===== src/rtl/itoa_pkg.sv =====
// Shared widths, constants, job type and digit encoding for the radix text converter.
package itoa_pkg;

	localparam int VALUE_BITS = 32;
	localparam int RADIX_W    = 6;
	localparam int CHAR_W     = 7;
	localparam int DIV_STEPS  = 8;
	localparam int DIV_CYC    = (VALUE_BITS + DIV_STEPS - 1) / DIV_STEPS;
	localparam int PAD_W      = DIV_CYC * DIV_STEPS;
	localparam int IDX_W      = $clog2(VALUE_BITS);
	localparam int CNT_W      = $clog2(VALUE_BITS + 1);
	localparam int STEP_W     = (DIV_CYC > 1) ? $clog2(DIV_CYC) : 1;

	localparam logic [RADIX_W-1:0] RADIX_RESET = RADIX_W'(10);
	localparam logic [RADIX_W-1:0] RADIX_MIN   = RADIX_W'(2);
	localparam logic [RADIX_W-1:0] RADIX_MAX   = RADIX_W'(36);
	localparam logic [RADIX_W-1:0] DEC_DIGITS  = RADIX_W'(10);

	localparam logic [CHAR_W-1:0] CHAR_ZERO  = CHAR_W'(8'h30);
	localparam logic [CHAR_W-1:0] CHAR_A     = CHAR_W'(8'h41);
	localparam logic [CHAR_W-1:0] CHAR_MINUS = CHAR_W'(8'h2D);
	localparam logic [CHAR_W-1:0] CHAR_NUL   = CHAR_W'(0);

	typedef struct packed {
		logic [VALUE_BITS-1:0] mag;
		logic [RADIX_W-1:0]    radix;
		logic                  neg;
		logic                  bad;
	} job_t;

	function automatic logic [CHAR_W-1:0] digit_char(input logic [RADIX_W-1:0] d);
		logic [CHAR_W-1:0] c;
		if (d < DEC_DIGITS) begin
			c = CHAR_ZERO + CHAR_W'(d);
		end else begin
			c = CHAR_A + CHAR_W'(d - DEC_DIGITS);
		end
		return c;
	endfunction

endpackage


===== src/rtl/itoa_ram.sv =====
// Generic single-write, single-read RAM with registered read data.
module itoa_ram #(
	parameter int WIDTH = 8,
	parameter int DEPTH = 32
) (
	input  logic                     clk,
	input  logic                     we,
	input  logic [$clog2(DEPTH)-1:0] waddr,
	input  logic [WIDTH-1:0]         wdata,
	input  logic [$clog2(DEPTH)-1:0] raddr,
	output logic [WIDTH-1:0]         rdata
);

	logic [WIDTH-1:0] mem_q [DEPTH];

	always_ff @(posedge clk) begin
		if (we) begin
			mem_q[waddr] <= wdata;
		end
		rdata <= mem_q[raddr];
	end

endmodule


===== src/rtl/itoa_fifo.sv =====
// Two-entry job queue between the front end and the conversion engine.
module itoa_fifo (
	input  logic               clk,
	input  logic               arst_n,
	input  logic               wr_en,
	input  itoa_pkg::job_t     wr_job,
	output logic               is_full,
	input  logic               rd_en,
	output itoa_pkg::job_t     rd_job,
	output logic               is_empty
);

	itoa_pkg::job_t ent_q [2];
	logic           wptr_q;
	logic           rptr_q;
	logic [1:0]     cnt_q;

	assign is_full  = (cnt_q == 2'd2);
	assign is_empty = (cnt_q == 2'd0);
	assign rd_job   = ent_q[rptr_q];

	always_ff @(posedge clk) begin
		if (wr_en) begin
			ent_q[wptr_q] <= wr_job;
		end
	end

	always_ff @(posedge clk or negedge arst_n) begin
		if (!arst_n) begin
			wptr_q <= 1'b0;
			rptr_q <= 1'b0;
			cnt_q  <= 2'd0;
		end else begin
			if (wr_en) begin
				wptr_q <= ~wptr_q;
			end
			if (rd_en) begin
				rptr_q <= ~rptr_q;
			end
			if (wr_en && !rd_en) begin
				cnt_q <= cnt_q + 2'd1;
			end else if (rd_en && !wr_en) begin
				cnt_q <= cnt_q - 2'd1;
			end
		end
	end

endmodule


===== src/rtl/itoa_front.sv =====
// Front end: radix register, input word capture and classification into jobs.
module itoa_front (
	input  logic                                  clk,
	input  logic                                  arst_n,
	input  logic                                  push,
	output logic                                  full,
	input  logic signed [itoa_pkg::VALUE_BITS-1:0] value,
	input  logic                                  cfg_valid,
	output logic                                  cfg_ready,
	input  logic [itoa_pkg::RADIX_W-1:0]          radix,
	output logic                                  job_push,
	output itoa_pkg::job_t                        job,
	input  logic                                  job_full
);

	logic [itoa_pkg::RADIX_W-1:0] radix_q;
	itoa_pkg::job_t               job_s1;
	logic                         vld_s1;
	itoa_pkg::job_t               cls;
	logic                         accept;

	assign cfg_ready = 1'b1;
	assign job_push  = vld_s1 && !job_full;
	assign full      = vld_s1 && job_full;
	assign accept    = push && !full;
	assign job       = job_s1;

	always_comb begin
		cls.neg   = value[itoa_pkg::VALUE_BITS-1];
		cls.mag   = cls.neg ? (~value + itoa_pkg::VALUE_BITS'(1)) : value;
		cls.radix = radix_q;
		cls.bad   = (radix_q < itoa_pkg::RADIX_MIN) || (radix_q > itoa_pkg::RADIX_MAX);
	end

	always_ff @(posedge clk) begin
		if (accept) begin
			job_s1 <= cls;
		end
	end

	always_ff @(posedge clk or negedge arst_n) begin
		if (!arst_n) begin
			radix_q <= itoa_pkg::RADIX_RESET;
			vld_s1  <= 1'b0;
		end else begin
			if (cfg_valid) begin
				radix_q <= radix;
			end
			if (accept) begin
				vld_s1 <= 1'b1;
			end else if (job_push) begin
				vld_s1 <= 1'b0;
			end
		end
	end

endmodule


===== src/rtl/itoa_back.sv =====
// Conversion engine: repeated division by the radix, digit stack and character output.
module itoa_back (
	input  logic                          clk,
	input  logic                          arst_n,
	input  logic                          job_empty,
	input  itoa_pkg::job_t                job,
	output logic                          job_pop,
	output logic                          empty,
	input  logic                          pop,
	output logic [itoa_pkg::CHAR_W-1:0]   character,
	output logic                          is_last,
	output logic                          bad_radix
);

	typedef enum logic [2:0] {
		ST_IDLE,
		ST_DIV,
		ST_ERR,
		ST_SIGN,
		ST_RD,
		ST_EMIT
	} state_t;

	state_t                          state_q;
	logic [itoa_pkg::PAD_W-1:0]      q_q;
	logic [itoa_pkg::RADIX_W-1:0]    r_q;
	logic [itoa_pkg::RADIX_W-1:0]    rad_q;
	logic                            neg_q;
	logic [itoa_pkg::STEP_W-1:0]     step_q;
	logic [itoa_pkg::CNT_W-1:0]      cnt_q;
	logic [itoa_pkg::IDX_W-1:0]      idx_q;
	logic                            out_vld_q;
	logic [itoa_pkg::CHAR_W-1:0]     char_q;
	logic                            last_q;
	logic                            bad_q;

	logic [itoa_pkg::PAD_W-1:0]      q_n;
	logic [itoa_pkg::RADIX_W-1:0]    r_n;
	logic [itoa_pkg::RADIX_W:0]      t;
	logic [itoa_pkg::RADIX_W:0]      diff;
	logic                            last_step;
	logic                            we;
	logic [itoa_pkg::RADIX_W-1:0]    rdata;
	logic                            out_free;
	logic                            emit;

	// Restoring division, DIV_STEPS quotient bits per cycle
	always_comb begin
		r_n  = r_q;
		q_n  = q_q;
		t    = '0;
		diff = '0;
		for (int i = 0; i < itoa_pkg::DIV_STEPS; i++) begin
			t    = {r_n, q_n[itoa_pkg::PAD_W-1]};
			diff = t - {1'b0, rad_q};
			if (t >= {1'b0, rad_q}) begin
				r_n = diff[itoa_pkg::RADIX_W-1:0];
				q_n = {q_n[itoa_pkg::PAD_W-2:0], 1'b1};
			end else begin
				r_n = t[itoa_pkg::RADIX_W-1:0];
				q_n = {q_n[itoa_pkg::PAD_W-2:0], 1'b0};
			end
		end
	end

	assign last_step = (step_q == itoa_pkg::STEP_W'(itoa_pkg::DIV_CYC - 1));
	assign we        = (state_q == ST_DIV) && last_step;
	assign job_pop   = (state_q == ST_IDLE) && !job_empty;
	assign out_free  = !out_vld_q || pop;
	// a new output word is loaded in the error, sign and digit states
	assign emit      = out_free && ((state_q == ST_ERR) || (state_q == ST_SIGN) ||
			(state_q == ST_EMIT));
	assign empty     = !out_vld_q;
	assign character = char_q;
	assign is_last   = last_q;
	assign bad_radix = bad_q;

	itoa_ram #(
		.WIDTH(itoa_pkg::RADIX_W),
		.DEPTH(itoa_pkg::VALUE_BITS)
	) u_digits (
		.clk  (clk),
		.we   (we),
		.waddr(cnt_q[itoa_pkg::IDX_W-1:0]),
		.wdata(r_n),
		.raddr(idx_q),
		.rdata(rdata)
	);

	always_ff @(posedge clk or negedge arst_n) begin
		if (!arst_n) begin
			state_q   <= ST_IDLE;
			q_q       <= '0;
			r_q       <= '0;
			rad_q     <= '0;
			neg_q     <= 1'b0;
			step_q    <= '0;
			cnt_q     <= '0;
			idx_q     <= '0;
			out_vld_q <= 1'b0;
			char_q    <= itoa_pkg::CHAR_NUL;
			last_q    <= 1'b0;
			bad_q     <= 1'b0;
		end else begin
			if (emit) begin
				out_vld_q <= 1'b1;
			end else if (pop && out_vld_q) begin
				out_vld_q <= 1'b0;
			end
			unique case (state_q)
				ST_IDLE: begin
					if (!job_empty) begin
						q_q    <= itoa_pkg::PAD_W'(job.mag);
						r_q    <= '0;
						rad_q  <= job.radix;
						neg_q  <= job.neg;
						step_q <= '0;
						cnt_q  <= '0;
						state_q <= job.bad ? ST_ERR : ST_DIV;
					end
				end
				ST_DIV: begin
					if (last_step) begin
						cnt_q  <= cnt_q + itoa_pkg::CNT_W'(1);
						step_q <= '0;
						r_q    <= '0;
						q_q    <= itoa_pkg::PAD_W'(q_n[itoa_pkg::VALUE_BITS-1:0]);
						if (q_n == '0) begin
							idx_q   <= cnt_q[itoa_pkg::IDX_W-1:0];
							state_q <= neg_q ? ST_SIGN : ST_RD;
						end
					end else begin
						step_q <= step_q + itoa_pkg::STEP_W'(1);
						r_q    <= r_n;
						q_q    <= q_n;
					end
				end
				ST_ERR: begin
					if (out_free) begin
						char_q    <= itoa_pkg::CHAR_NUL;
						last_q    <= 1'b1;
						bad_q     <= 1'b1;
						state_q   <= ST_IDLE;
					end
				end
				ST_SIGN: begin
					if (out_free) begin
						char_q    <= itoa_pkg::CHAR_MINUS;
						last_q    <= 1'b0;
						bad_q     <= 1'b0;
						state_q   <= ST_RD;
					end
				end
				ST_RD: begin
					// read data for idx_q lands next cycle
					state_q <= ST_EMIT;
				end
				ST_EMIT: begin
					if (out_free) begin
						char_q    <= itoa_pkg::digit_char(rdata);
						last_q    <= (idx_q == '0);
						bad_q     <= 1'b0;
						if (idx_q == '0) begin
							state_q <= ST_IDLE;
						end else begin
							idx_q   <= idx_q - itoa_pkg::IDX_W'(1);
							state_q <= ST_RD;
						end
					end
				end
				default: begin
					state_q <= ST_IDLE;
				end
			endcase
		end
	end

endmodule


===== src/rtl/integer_to_radix_ascii_unit.sv =====
// Top level of the signed integer to radix text converter.
// Each input word is a signed VALUE_BITS value; it comes out as ASCII characters in the base
// held in the radix register (2 to 36, reset 10; written over the cfg channel, always ready):
// a leading '-' for negative values, then the digits most significant first, 'A'..'Z' above
// nine, is_last on the final character. A base outside 2..36 gives one word with character 0,
// is_last and bad_radix set. The front end classifies words into a two-entry job queue, so up
// to three words can be taken while a conversion runs. The engine converts one word at a
// time: each digit comes from a full division by the radix in the divider, which retires
// eight quotient bits a cycle, and the characters are then read back from the digit RAM,
// most significant digit first, through its registered read.
module integer_to_radix_ascii_unit (
	input  logic                                  clk,
	input  logic                                  arst_n,
	input  logic                                  push,
	output logic                                  full,
	input  logic signed [itoa_pkg::VALUE_BITS-1:0] value,
	input  logic                                  cfg_valid,
	output logic                                  cfg_ready,
	input  logic [itoa_pkg::RADIX_W-1:0]          radix,
	output logic                                  empty,
	input  logic                                  pop,
	output logic [itoa_pkg::CHAR_W-1:0]           character,
	output logic                                  is_last,
	output logic                                  bad_radix
);

	itoa_pkg::job_t wr_job;
	itoa_pkg::job_t rd_job;
	logic           job_push;
	logic           job_full;
	logic           job_pop;
	logic           job_empty;

	itoa_front u_front (
		.clk      (clk),
		.arst_n   (arst_n),
		.push     (push),
		.full     (full),
		.value    (value),
		.cfg_valid(cfg_valid),
		.cfg_ready(cfg_ready),
		.radix    (radix),
		.job_push (job_push),
		.job      (wr_job),
		.job_full (job_full)
	);

	itoa_fifo u_fifo (
		.clk     (clk),
		.arst_n  (arst_n),
		.wr_en   (job_push),
		.wr_job  (wr_job),
		.is_full (job_full),
		.rd_en   (job_pop),
		.rd_job  (rd_job),
		.is_empty(job_empty)
	);

	itoa_back u_back (
		.clk      (clk),
		.arst_n   (arst_n),
		.job_empty(job_empty),
		.job      (rd_job),
		.job_pop  (job_pop),
		.empty    (empty),
		.pop      (pop),
		.character(character),
		.is_last  (is_last),
		.bad_radix(bad_radix)
	);

endmodule


===== config.mk =====
export PLATFORM = sky130hd
export DESIGN_NAME = integer_to_radix_ascii_unit
export DESIGN_NICKNAME = d
export VERILOG_FILES = /design/src/rtl/itoa_pkg.sv /design/src/rtl/itoa_ram.sv /design/src/rtl/itoa_fifo.sv /design/src/rtl/itoa_front.sv /design/src/rtl/itoa_back.sv /design/src/rtl/integer_to_radix_ascii_unit.sv
export SDC_FILE = /design/constraint.sdc
export NUM_CORES = 1
export LEC_CHECK = 0
export BUFFER_PORTS_ARGS = -buffer_cell sky130_fd_sc_hd__buf_2
export CORE_ASPECT_RATIO = 1.5
export CORE_MARGIN = 5
export CORE_UTILIZATION = 55
export DETAILED_ROUTE_END_ITERATION = 10
export PLACE_DENSITY = 0.72
export SYNTH_ARGS = -nofsm -noshare
export SYNTH_HDL_FRONTEND = slang
export SYNTH_HIERARCHICAL = 1
export SYNTH_SLANG_ARGS = --single-unit

===== constraint.sdc =====
create_clock -name clk -period 21.6 [get_ports clk]
set_input_delay 4.32 -clock clk [delete_from_list [all_inputs] [get_ports clk]]
set_output_delay 4.32 -clock clk [all_outputs]
set_load 0.05 [all_outputs]

# Word level (Yosys, flattened, before mapping)
# Memory sizes are Yosys's and may differ from the RTL's. A register that Yosys moved wholly into a read port is not among the register bits.
# Index checks and enable logic that the tools add are counted.
[totals] ff_bits=122 ramBits=272 in_bits=43 elab_cells=171 n_memories=2
[mem_list] memory="u_back.u_digits.mem_q" depth=32 word_bits=6 rd=1 rd_clocked_by_memory_dff=1 write_ports=1 line="itoa_ram.sv:14" text="logic [WIDTH-1:0] mem_q [DEPTH];"
[mem_list] memory="u_fifo.ent_q" depth=2 word_bits=40 rd=1 rd_clocked_by_memory_dff=0 write_ports=1 line="itoa_fifo.sv:13" text="itoa_pkg::job_t ent_q [2];"
[classes] addsub=17 n_lt_le_gt_ge=11 n_eq_ne=15 n_mux=62 n_bitwise=4 reduce_logical=38
[op_table] op="two-way mux 6 bit" n=11
[op_table] op="case mux 32 bit (2 select lines)" n=1
[op_table] op=">= comparator 7 x 6 -> 1 bit" n=8
[op_table] op="subtractor 6 bit" n=8
[op_table] op="adder 32 x 2 -> 32 bit (second input constant)" n=1
[op_table] op="logical NOT 32 bit" n=1
[op_table] op="two-way mux 32 bit" n=1
[op_table] op="inverter 32 bit" n=1
[op_table] op="two-way mux 31 bit" n=1
[op_table] op="two-way mux 7 bit" n=4
[op_table] op="two-way mux 3 bit" n=8
[op_table] op="case mux 6 bit (2 select lines)" n=2
[op_table] op="case mux 7 bit (3 select lines)" n=1
[op_table] op="two-way mux 5 bit" n=4
[op_table] op="two-way mux 1 bit" n=19
[op_table] op="case mux 3 bit (6 select lines)" n=1
[op_table] op="nonzero test 2 bit" n=6
[op_table] op="two-way mux 2 bit" n=5
[op_table] op="!= test 2 x 1 -> 1 bit (second input constant)" n=5
[op_table] op="case mux 5 bit (2 select lines)" n=1
[op_table] op="logical AND 1 bit" n=9
[op_table] op="adder 6 x 6 -> 7 bit (first input constant)" n=1
[op_table] op="adder 7 bit (first input constant)" n=1
[op_table] op="subtractor 6 x 4 -> 7 bit (second input constant)" n=1
[op_table] op="28 further kinds" n=46

# Logic depth before layout (Yosys ltp)
# Gate-level depths: netlist (run 1).
[depth] depth_word=20 ltp_mapped=84 ltp_nobuf=80

# Modules after synthesis
# Netlist (run 1), hierarchy kept.
[by_module_without_submodules] mod="itoa_ram" instances=1 cells_each=323 area_per_inst_um2=7589.8
[by_module_without_submodules] mod="itoa_back" instances=1 cells_each=730 area_per_inst_um2=6258.5
[by_module_without_submodules] mod="itoa_fifo" instances=1 cells_each=141 area_per_inst_um2=3276.9
[by_module_without_submodules] mod="itoa_front" instances=1 cells_each=174 area_per_inst_um2=2328.5

# Worst setup path after synthesis (run 1)
# OpenSTA, ideal clock, no wires.
[synth_path] path_type="reg-to-reg" start="reg u_back/rad_q[1] in the netlist's numbering" end="mem u_back/u_digits/mem_q[0][0] in the netlist's numbering (data pin)" setup_time_ns=0.392 arrival_ns=15.878 t_required_ns=21.208 slack_ns=5.329 stages_incl_launch_ff=79 n_path_buf=4 period_less_slack_ns=16.271 path_cell_list="dfrtp_1 > inv_1 > ha_1 > nand2b_1 > a211oi_1 > o32a_2 > buf_2 > mux2_2 > ha_1 > a21o_1 > a211o_1 > o22ai_2 > nand2_1 > o21a_1 > ha_1 > nor2b_1 > o31a_1 > o32ai_1 > (+43 left out) > o21bai_1 > a21o_1 > a21oi_2 > o21ai_2 > mux2_2 > inv_1 > ha_1 > nor2b_1 > o21ai_0 > nand2b_1 > a31o_2 > a21oi_1 > nor2b_1 > o21ai_0 > nand2b_1 > inv_1 > o211ai_4 > mux2i_1"
[synth_via] elab_chain_len=16
[synth_rtl] item="from (decl)" line="itoa_back.sv:27" text="logic [itoa_pkg::RADIX_W-1:0] rad_q;"
[synth_rtl] item="from (signal assigned)" line="itoa_back.sv:115" text="rad_q <= job.radix;"
[synth_rtl] item="subtractor 6 bit or >= comparator 7 x 6 -> 1 bit (tied branches)" line="itoa_back.sv:55, itoa_back.sv:56"
[synth_rtl] item="two-way mux 6 bit" line="itoa_back.sv:56" text="if (t >= {1'b0, rad_q}) begin"
[synth_rtl] item="subtractor 6 bit or >= comparator 7 x 6 -> 1 bit (tied branches)" line="itoa_back.sv:55, itoa_back.sv:56"
[synth_rtl] item="two-way mux 6 bit" line="itoa_back.sv:56"
[synth_rtl] item="subtractor 6 bit or >= comparator 7 x 6 -> 1 bit (tied branches)" line="itoa_back.sv:55, itoa_back.sv:56"
[synth_rtl] item="two-way mux 6 bit" line="itoa_back.sv:56"
[synth_rtl] item="subtractor 6 bit or >= comparator 7 x 6 -> 1 bit (tied branches)" line="itoa_back.sv:55, itoa_back.sv:56"
[synth_rtl] item="two-way mux 6 bit" line="itoa_back.sv:56"
[synth_rtl] item="subtractor 6 bit or >= comparator 7 x 6 -> 1 bit (tied branches)" line="itoa_back.sv:55, itoa_back.sv:56"
[synth_rtl] item="two-way mux 6 bit" line="itoa_back.sv:56"
[synth_rtl] item=">= comparator 7 x 6 -> 1 bit or subtractor 6 bit (tied branches)" line="itoa_back.sv:56, itoa_back.sv:55"
[synth_rtl] item="two-way mux 6 bit" line="itoa_back.sv:56"
[synth_rtl] item="subtractor 6 bit or >= comparator 7 x 6 -> 1 bit (tied branches)" line="itoa_back.sv:55, itoa_back.sv:56"
[synth_rtl] item="two-way mux 6 bit" line="itoa_back.sv:56"
[synth_rtl] item=">= comparator 7 x 6 -> 1 bit (*)" line="itoa_back.sv:56"
[synth_rtl] item="two-way mux 6 bit (*)" line="itoa_back.sv:56"
[synth_rtl] item="via u_back.r_n, one bit" line="itoa_back.sv:38" text="logic [itoa_pkg::RADIX_W-1:0] r_n;"
[synth_rtl] item="to (decl)" line="itoa_ram.sv:14"
# Mark *: on every way through the listed nets, which the timed path passes. The rest lies on a longest branch.

# Worst setup path after layout (run 1)
[layout_path] start="reg u_back/rad_q[1] in the netlist's numbering" end="mem u_back/u_digits/mem_q[19][5] in the netlist's numbering (data pin)"
[layout_via] elab_chain_len=16
[layout_rtl] item="subtractor 6 bit or >= comparator 7 x 6 -> 1 bit (tied branches)" line="itoa_back.sv:55, itoa_back.sv:56"
[layout_rtl] item="two-way mux 6 bit" line="itoa_back.sv:56"
[layout_rtl] item="subtractor 6 bit or >= comparator 7 x 6 -> 1 bit (tied branches)" line="itoa_back.sv:55, itoa_back.sv:56"
[layout_rtl] item="two-way mux 6 bit" line="itoa_back.sv:56"
[layout_rtl] item="subtractor 6 bit or >= comparator 7 x 6 -> 1 bit (tied branches)" line="itoa_back.sv:55, itoa_back.sv:56"
[layout_rtl] item="two-way mux 6 bit" line="itoa_back.sv:56"
[layout_rtl] item="subtractor 6 bit or >= comparator 7 x 6 -> 1 bit (tied branches)" line="itoa_back.sv:55, itoa_back.sv:56"
[layout_rtl] item="two-way mux 6 bit" line="itoa_back.sv:56"
[layout_rtl] item="subtractor 6 bit or >= comparator 7 x 6 -> 1 bit (tied branches)" line="itoa_back.sv:55, itoa_back.sv:56"
[layout_rtl] item="two-way mux 6 bit" line="itoa_back.sv:56"
[layout_rtl] item=">= comparator 7 x 6 -> 1 bit or subtractor 6 bit (tied branches)" line="itoa_back.sv:56, itoa_back.sv:55"
[layout_rtl] item="two-way mux 6 bit" line="itoa_back.sv:56"
[layout_rtl] item="subtractor 6 bit or >= comparator 7 x 6 -> 1 bit (tied branches)" line="itoa_back.sv:55, itoa_back.sv:56"
[layout_rtl] item="two-way mux 6 bit" line="itoa_back.sv:56"
[layout_rtl] item="subtractor 6 bit or >= comparator 7 x 6 -> 1 bit (tied branches)" line="itoa_back.sv:55, itoa_back.sv:56"
[layout_rtl] item="two-way mux 6 bit (*)" line="itoa_back.sv:56"
[layout_rtl] item="via u_back.r_n, one bit" line="itoa_back.sv:38"
# Marked as above.

==> results of run 1 <==
## where the power goes
group / total [mW] / switching (mW) / internal, mW
Sequential: 0.930 / 0.0228 / 0.907
Clock: 0.633 / 0.271 / 0.361
Combinational: 0.116 / 0.0697 / 0.0460
Total: 1.68 / 0.364 / 1.31
## per-layer routing
layer  wire length [µm]  up-vias
met3               2090       96
li1                   -     5347
met1              16500     5722
met4               1590        2
met5                 11        -
met2              21700      366
## synth_stat cells, drive strengths merged (15+ instances only)
| library cell | number |
|---|---|
| nand2 | 73 |
| o21ai | 54 |
| nor3 | 16 |
| nor2b | 18 |
| mux2 | 77 |
| clkbuf | 27 |
| mux2i | 16 |
| ha | 57 |
| inv | 58 |
| buf | 20 |
| edfxtp | 312 |
| nor2 | 130 |
| xnor2 | 45 |
| dfrtp | 79 |
| a21oi | 48 |
| o22ai | 29 |
| mux4 | 60 |
| nand3 | 15 |
| xor2 | 18 |
## cell families (layout without fill, tap and decap cells)
group                      Yosys count  after routing  synth area share
DFF                                399            399             0.592
adders and majority gates           65             65            0.0449
AOI/OAI and AO/OA                  249            249            0.0922
muxes                              153            153             0.131
other                                1              1          0.000193
xor gates and xnor gates            63             63            0.0284
buffers and inverters              106            190            0.0261
and+or+nand+nor                    332            332            0.0855
## registers in the layout (all words and copies together), names as in the netlist
| name | flops |
|---|---|
| u_fifo/rptr_q | 1 |
| u_front/job | 40 |
| u_fifo/wptr_q | 1 |
| u_back/u_digits/rdata | 6 |
| u_back/is_last | 1 |
| u_fifo/ent_q | 80 |
| u_back/neg_q | 1 |
| u_back/state_q | 3 |
| u_back/step_q | 2 |
| u_back/cnt_q | 5 |
| u_back/rad_q | 6 |
| u_back/idx_q | 5 |
| u_front/vld_s1 | 1 |
| u_back/q_q | 32 |
| u_back/u_digits/mem_q | 192 |
| u_fifo/cnt_q | 2 |
| u_back/bad_radix | 1 |
| u_back/out_vld_q | 1 |
| u_back/character | 7 |
| u_front/radix_q | 6 |
| u_back/r_q | 6 |
## stage by stage
stage / hold WS (ps) / util
global placement: 424 / 0.575
finish: 433 / 0.609
CTS: 433 / 0.609
detailed placement: 430 / 0.575
global route: 444 / 0.609
floorplan: 421 / -
## worst min-delay path by stage
stage	start	end	depth (start not counted)
after global routing	u_front/job[1]$_DFFE_PP_	u_fifo/ent_q[1][1]$_DFFE_PP_	0
final	u_front/job[1]$_DFFE_PP_	u_fifo/ent_q[0][1]$_DFFE_PP_	0
after floorplan	u_front/job[0]$_DFFE_PP_	u_fifo/ent_q[0][0]$_DFFE_PP_	0
after global placement	u_front/job[31]$_DFFE_PP_	u_fifo/ent_q[0][31]$_DFFE_PP_	0
after detailed placement	u_front/job[29]$_DFFE_PP_	u_fifo/ent_q[0][29]$_DFFE_PP_	0
after CTS	u_front/job[1]$_DFFE_PP_	u_fifo/ent_q[0][1]$_DFFE_PP_	0
## cells in the final DEF, fill, tap and decap left out, types with 5 or more instances in the layout
cell,instances
sky130_fd_sc_hd__nor3_1,15
sky130_fd_sc_hd__a31oi_1,6
sky130_fd_sc_hd__o22ai_1,28
sky130_fd_sc_hd__o21a_1,9
sky130_fd_sc_hd__mux2_2,35
sky130_fd_sc_hd__clkbuf_16,38
sky130_fd_sc_hd__nand2_1,72
sky130_fd_sc_hd__a21o_1,13
sky130_fd_sc_hd__nand3b_1,8
sky130_fd_sc_hd__nand2b_1,11
sky130_fd_sc_hd__o21ai_0,50
sky130_fd_sc_hd__inv_1,57
sky130_fd_sc_hd__a211o_1,7
sky130_fd_sc_hd__dfxtp_1,6
sky130_fd_sc_hd__a211oi_1,5
sky130_fd_sc_hd__a22oi_1,11
sky130_fd_sc_hd__nand3_1,14
sky130_fd_sc_hd__nor2b_1,15
sky130_fd_sc_hd__clkinv_2,6
sky130_fd_sc_hd__ha_1,57
sky130_fd_sc_hd__a22o_1,10
sky130_fd_sc_hd__nor4_1,7
sky130_fd_sc_hd__and2_1,7
sky130_fd_sc_hd__clkinv_1,6
sky130_fd_sc_hd__a21oi_1,45
sky130_fd_sc_hd__edfxtp_1,312
sky130_fd_sc_hd__xor2_1,18
sky130_fd_sc_hd__o31ai_1,9
sky130_fd_sc_hd__clkbuf_1,10
sky130_fd_sc_hd__mux2_4,42
sky130_fd_sc_hd__dfrtp_1,76
sky130_fd_sc_hd__fa_1,8
sky130_fd_sc_hd__buf_4,12
sky130_fd_sc_hd__or3_1,6
sky130_fd_sc_hd__mux2i_1,13
sky130_fd_sc_hd__nand4_1,11
sky130_fd_sc_hd__xnor2_1,45
sky130_fd_sc_hd__nor2_1,128
sky130_fd_sc_hd__buf_2,52
sky130_fd_sc_hd__mux4_2,60
## final cells by class
| class | count | area (µm²) |
|---|---|---|
| Clock inverter | 19 | 188 |
| Tap cell | 473 | 592 |
| Inverter | 59 | 221 |
| Fill cell | 2626 | 13700 |
| Clock buffer | 48 | 988 |
| Timing Repair Buffer | 64 | 350 |
| Multi-Input combinational cell | 863 | 7450 |
| Sequential cell | 399 | 11500 |
==> flow_metrics.env, run 1 <==
export IMPL_first_pass_iters=5
export IMPL_power_ir_vdd_worst_uv=59.3
export IMPL_worstHoldPathType="register to register"
export IMPL_critical_path_max_stage_delay_ps=670
export IMPL_tightest_slew_ps=1120
export IMPL_synth_area_per_cell_um2=14.2
export IMPL_synth_largest_area_cell="sky130_fd_sc_hd__edfxtp_1"
export IMPL_critPathLaunch="u_back/rad_q[1]$_DFFE_PN0P_"
export IMPL_critPathMaxFanout=33
export IMPL_cellLeakagePower_nw=6.76
export IMPL_final_design_area_no_fill_mm2=0.0213
export IMPL_hpwl_um=29100
export IMPL_vias_in_the_first_global_route=11700
export IMPL_layout_cells_non_filler=1925
export IMPL_initial_core_util=0.556
export IMPL_route_detailed_vias_per_inst=5.99
export IMPL_post_place_cells=1858
export IMPL_outcome="finished, final reports clean"
export IMPL_fin_nets=1532
export IMPL_route_detailed_drc=0
export IMPL_crit_buf_inv=7
export IMPL_rsz_0062_raised_after_global_routing="no"
export IMPL_clock_latency_ps=530
export IMPL_setup_slack_ps=3640
export IMPL_postCtsHoldBufs=0
export IMPL_power_mw=1.68
export IMPL_cts_reportedPaths_clkPinSlew_ps=60
export IMPL_hold_viol_final=0
export IMPL_num_vias=11500
export IMPL_global_route_wire_length_before_repair_um=65500
export IMPL_antennaDiodeCount=0
export IMPL_chipWidth_um=164
export IMPL_row_count=84
export IMPL_global_route_usage_met3=0.0290
export IMPL_synthCells=1368
export IMPL_gpl_final_weighted_congestion=0.900
export IMPL_timing_reg2reg_worst_path_depth=75
export IMPL_floorplan_io_pins=55
export IMPL_yosysUniqueCellTypes=99
export IMPL_wire_per_inst_um=21.7
export IMPL_io_buffer_count=53
export IMPL_final_min_clock_period_ps=17960
export IMPL_synth_area_leaders="sky130_fd_sc_hd__edfxtp_1, sky130_fd_sc_hd__dfrtp_1, sky130_fd_sc_hd__mux4_2"
export IMPL_antenna_violating_nets_post_route=0
export IMPL_fmaxAchievable_mhz=55.7
export IMPL_detailed_place_area_mm2=0.0201
export IMPL_ratio_of_final_minimum_period_to_clock_period=0.831
export IMPL_numClockSinks=399
export IMPL_setup_viol_count_final=0
export IMPL_final_max_slew_violation_count=0
export IMPL_routed_wl_um=41900
export IMPL_setup_worst_path_class="register to register"
export IMPL_post_synth_arst_share=0.203
export IMPL_timing_critical_path_from_type="register"
export IMPL_critical_path_endpoint="u_back/u_digits/mem_q[19][5]$_DFFE_PP_"
export IMPL_core_region_area_mm2=0.0350
export IMPL_crit_slowest_cell="sky130_fd_sc_hd__dfrtp_1"
export IMPL_rrSetupSlack_ps=3640
export IMPL_dp_worst_setup_slack_ps=3750
export IMPL_maxCapViolations=0
export IMPL_synth_sequential_area_ratio=0.592
export IMPL_cts_root_buffer_cell="sky130_fd_sc_hd__clkbuf_16"
export IMPL_cts_setup_buffers=0
export IMPL_grt_met2_usage=0.378
export IMPL_grt_max_degree=66
export IMPL_yosysWarningCount=6
export IMPL_area_growth_syn_to_layout_pct=9.56
export IMPL_mappedNetlistArea_mm2=0.0195
export IMPL_cts_buffers_inserted=37
export IMPL_worst_endpoint_arrival_ps=18210
export IMPL_endpoint_of_the_worst_slack_reg_to_reg_timing_path="u_back/u_digits/mem_q[19][5]$_DFFE_PP_"
export IMPL_areal_power_density_over_the_cells_mw_per_mm2=78.8
export IMPL_dominantRegCellSynth="sky130_fd_sc_hd__edfxtp_1"
export IMPL_worst_slew_margin_rel=0.250
export IMPL_worst_ep_required_time_ps=21850
export IMPL_grt_usage=0.216
export IMPL_postSynthRegisterBits=399
export IMPL_cts_tree="done"
export IMPL_overflow=0
export IMPL_r2r_start="u_back/rad_q[1]$_DFFE_PN0P_"
export IMPL_syn_num_nets=1476
export IMPL_postCtsResizedCells=0
export IMPL_netlist_area_leader_share=0.482
export IMPL_htree_levels=2
export IMPL_ctsLongestPathBuffers=3
export IMPL_antenna_violations_before_repair=1
export IMPL_fp_dieH_um=240
export IMPL_synth_edff_count=312
export IMPL_setup_tns_final_ps=0
export IMPL_grt_most_used_layer="met2"
export IMPL_met1_usage=0.274
export IMPL_timing_critical_path_max_delay_family="compound AO/OA/AOI/OAI gates"
export IMPL_post_route_cells_drive_above_1_share=0.211
export IMPL_crit_end_category="register"
export IMPL_worstSetupPathDepth=75
export IMPL_clock_skew_ps=29.1
export IMPL_detailedRoute_firstIterationViolations=937
export IMPL_floorplan_die_area_mm2=0.0393
No activity file was read; power rests on OpenSTA's default activity.
==> run 2, diff against run 1 <==
==> constraint.sdc (replaced) <==
create_clock -name clk -period 17.6 [get_ports clk]
set_input_delay 3.52 -clock clk [delete_from_list [all_inputs] [get_ports clk]]
set_output_delay 3.52 -clock clk [all_outputs]
set_load 0.05 [all_outputs]
==> run 2 against run 1 <==
Net effect: utilization up 0.70 points; wire length up 1.4%; sequential share of layout area down 0.61 points; clock power increased by 35%; global-route usage grew 0.34 points; design area rose by 1.2%; non-clock buffer count is 7 higher; clock skew is 18 ps lower; count of clock-buffer cells in the layout is the same; largest power group unchanged; highest routed layer is now met4.
==> flow_metrics.env, run 2 (synthesized netlist as in run 1, its figures left out) <==
export IMPL_outcome="finished, final reports clean"
export IMPL_final_core_util=0.616
export IMPL_cts_tree="done"
export IMPL_initial_core_util=0.556
export IMPL_maxCapViolations=0
export IMPL_fp_dieH_um=240
export IMPL_worst_slew_margin_rel=0.240
export IMPL_ctsLongestPathBuffers=3
export IMPL_grt_max_degree=74
export IMPL_antennaDiodeCount=0
export IMPL_num_vias=11600
export IMPL_post_route_cells_drive_above_1_share=0.225
export IMPL_overflow=0
export IMPL_first_pass_iters=7
export IMPL_route_detailed_vias_per_inst=5.98
export IMPL_setup_viol_count_final=0
export IMPL_chipWidth_um=164
export IMPL_wire_per_inst_um=21.9
export IMPL_floorplan_io_pins=55
export IMPL_clock_skew_ps=11.2
export IMPL_fmaxAchievable_mhz=60.6
export IMPL_antenna_violations_before_repair=0
export IMPL_floorplan_die_area_mm2=0.0393
export IMPL_setup_tns_final_ps=0
export IMPL_setup_slack_ps=1100
export IMPL_io_buffer_count=53
export IMPL_areal_power_density_over_the_cells_mw_per_mm2=99.1
export IMPL_rsz_0062_raised_after_global_routing="no"
export IMPL_seqPwrFrac=0.535
export IMPL_numClockSinks=399
export IMPL_htree_levels=2
export IMPL_worstHoldPathType="register to register"
export IMPL_gpl_final_weighted_congestion=0.913
export IMPL_row_count=84
export IMPL_clock_latency_ps=530
export IMPL_finalHoldWorstSlack_ps=440
export IMPL_largest_register_ffs=192
export IMPL_fin_nets=1540
export IMPL_clock_power_share=0.399
export IMPL_final_max_slew_violation_count=0
export IMPL_tightest_slew_ps=1140
export IMPL_detailedRoute_firstIterationViolations=805
export IMPL_core_region_area_mm2=0.0350
export IMPL_critPathMaxFanout=33
export IMPL_intPower_mw=1.68
export IMPL_cts_root_buffer_cell="sky130_fd_sc_hd__clkbuf_16"
export IMPL_crit_buf_inv=7
export IMPL_timing_critical_path_max_delay_family="compound AO/OA/AOI/OAI gates"
export IMPL_routed_wl_um=42500
export IMPL_final_min_clock_period_ps=16500
export IMPL_worst_ep_required_time_ps=18020
export IMPL_ratio_of_final_minimum_period_to_clock_period=0.938
export IMPL_most_frequent_standard_cell_in_the_layout_excluding_fill_and_tap_cells="sky130_fd_sc_hd__edfxtp_1"
export IMPL_setup_worst_path_class="register to register"
export IMPL_critical_path_max_stage_delay_ps=500
export IMPL_power_ir_vdd_worst_uv=88.4
export IMPL_antenna_violating_nets_post_route=0
export IMPL_cellLeakagePower_nw=6.90
export IMPL_worst_endpoint_arrival_ps=16920
export IMPL_hpwl_um=29500
export IMPL_crit_end_category="register"
export IMPL_mostFrequentLayoutCells="sky130_fd_sc_hd__edfxtp_1, sky130_fd_sc_hd__nor2_1, sky130_fd_sc_hd__dfrtp_1"
export IMPL_area_growth_syn_to_layout_pct=10.8
export IMPL_hold_viol_final=0
export IMPL_grt_usage=0.219
export IMPL_route_detailed_drc=0
export IMPL_largest_register="u_back/u_digits/mem_q"
export IMPL_power_combinational_fraction=0.067
export IMPL_global_route_wire_length_before_repair_um=66500
export IMPL_timing_critical_path_from_type="register"
export IMPL_dp_worst_setup_slack_ps=443
export IMPL_vias_in_the_first_global_route=11700
export IMPL_cts_reportedPaths_clkPinSlew_ps=70
export IMPL_cts_buffers_inserted=38
export IMPL_p_sw_mw=0.461
export IMPL_switching_share=0.216
export IMPL_crit_slowest_cell="sky130_fd_sc_hd__mux2_4"
-- run 2: cell types whose count changed in the layout (fill, tap and decap cells not counted), sizes merged --
cell    previous run  this run
buf               64        71
bufinv             3         6
clkinv            15        12
inv               58        61
-- run 2: power by group through the flow --
stage	Combinational, mW	Clock [mW]	Sequential [mW]
floorplan	0.0970	0	1.15
global placement	0.145	0	1.16
detailed placement	0.145	0	1.16
CTS	0.146	0.870	1.14
global route	0.154	0.908	1.15
finish	0.142	0.852	1.14
-- run 2: metrics by stage --
step	instance area, µm²	total power [mW]	cells
after floorplan	19500	1.25	1368
after global placement	20200	1.30	1864
after detailed placement	20200	1.31	1864
after CTS	21500	2.16	1934
after global routing	21600	2.21	1935
final	21600	2.14	1935
-- run 2: path summary, 6_finish.rpt --
check	depth (start not counted)	start	slack (ps)	to
max reg2reg	73	u_back/rad_q[2]$_DFFE_PN0P_	1100	u_back/r_q[5]$_DFFE_PN0P_
min	0	u_front/job[29]$_DFFE_PP_	440	u_fifo/ent_q[1][29]$_DFFE_PP_
max	73	u_back/rad_q[2]$_DFFE_PN0P_	1100	u_back/r_q[5]$_DFFE_PN0P_
min reg2reg	0	u_front/job[29]$_DFFE_PP_	440	u_fifo/ent_q[1][29]$_DFFE_PP_
max in group asynchronous	2	arst_n	13550	u_back/idx_q[0]$_DFFE_PN0P_
min in group asynchronous	1	arst_n	2800	u_back/rad_q[4]$_DFFE_PN0P_
-- run 2: what timing repair did --
action                                  4_1_cts  5_1_grt
hold endpoints to repair                      0        0
gates resized for setup                       0       12
endpoints found under the setup margin        0      207
hold buffers                                  0        0
setup buffers                                 0        1
-- run 2: final cells by class --
cell class,count,area (µm²)
Multi-Input combinational cell,863,7490
Fill cell,2614,13400
Tap cell,473,592
Sequential cell,399,11500
Inverter,59,225
Timing Repair Buffer,71,407
Clock inverter,22,302
Clock buffer,48,1020
-- run 2: routing by layer --
| layer | part of all wire | wire length, µm | up-vias | global-route usage |
|---|---|---|---|---|
| met5 | 0 | 0 | - | 0 |
| met2 | 0.53 | 22600 | 315 | 0.393 |
| met3 | 0.041 | 1730 | 67 | 0.0233 |
| met4 | 0.027 | 1150 | 0 | 0.0677 |
| met1 | 0.40 | 17000 | 5831 | 0.282 |
| li1 | - | - | 5360 | - |
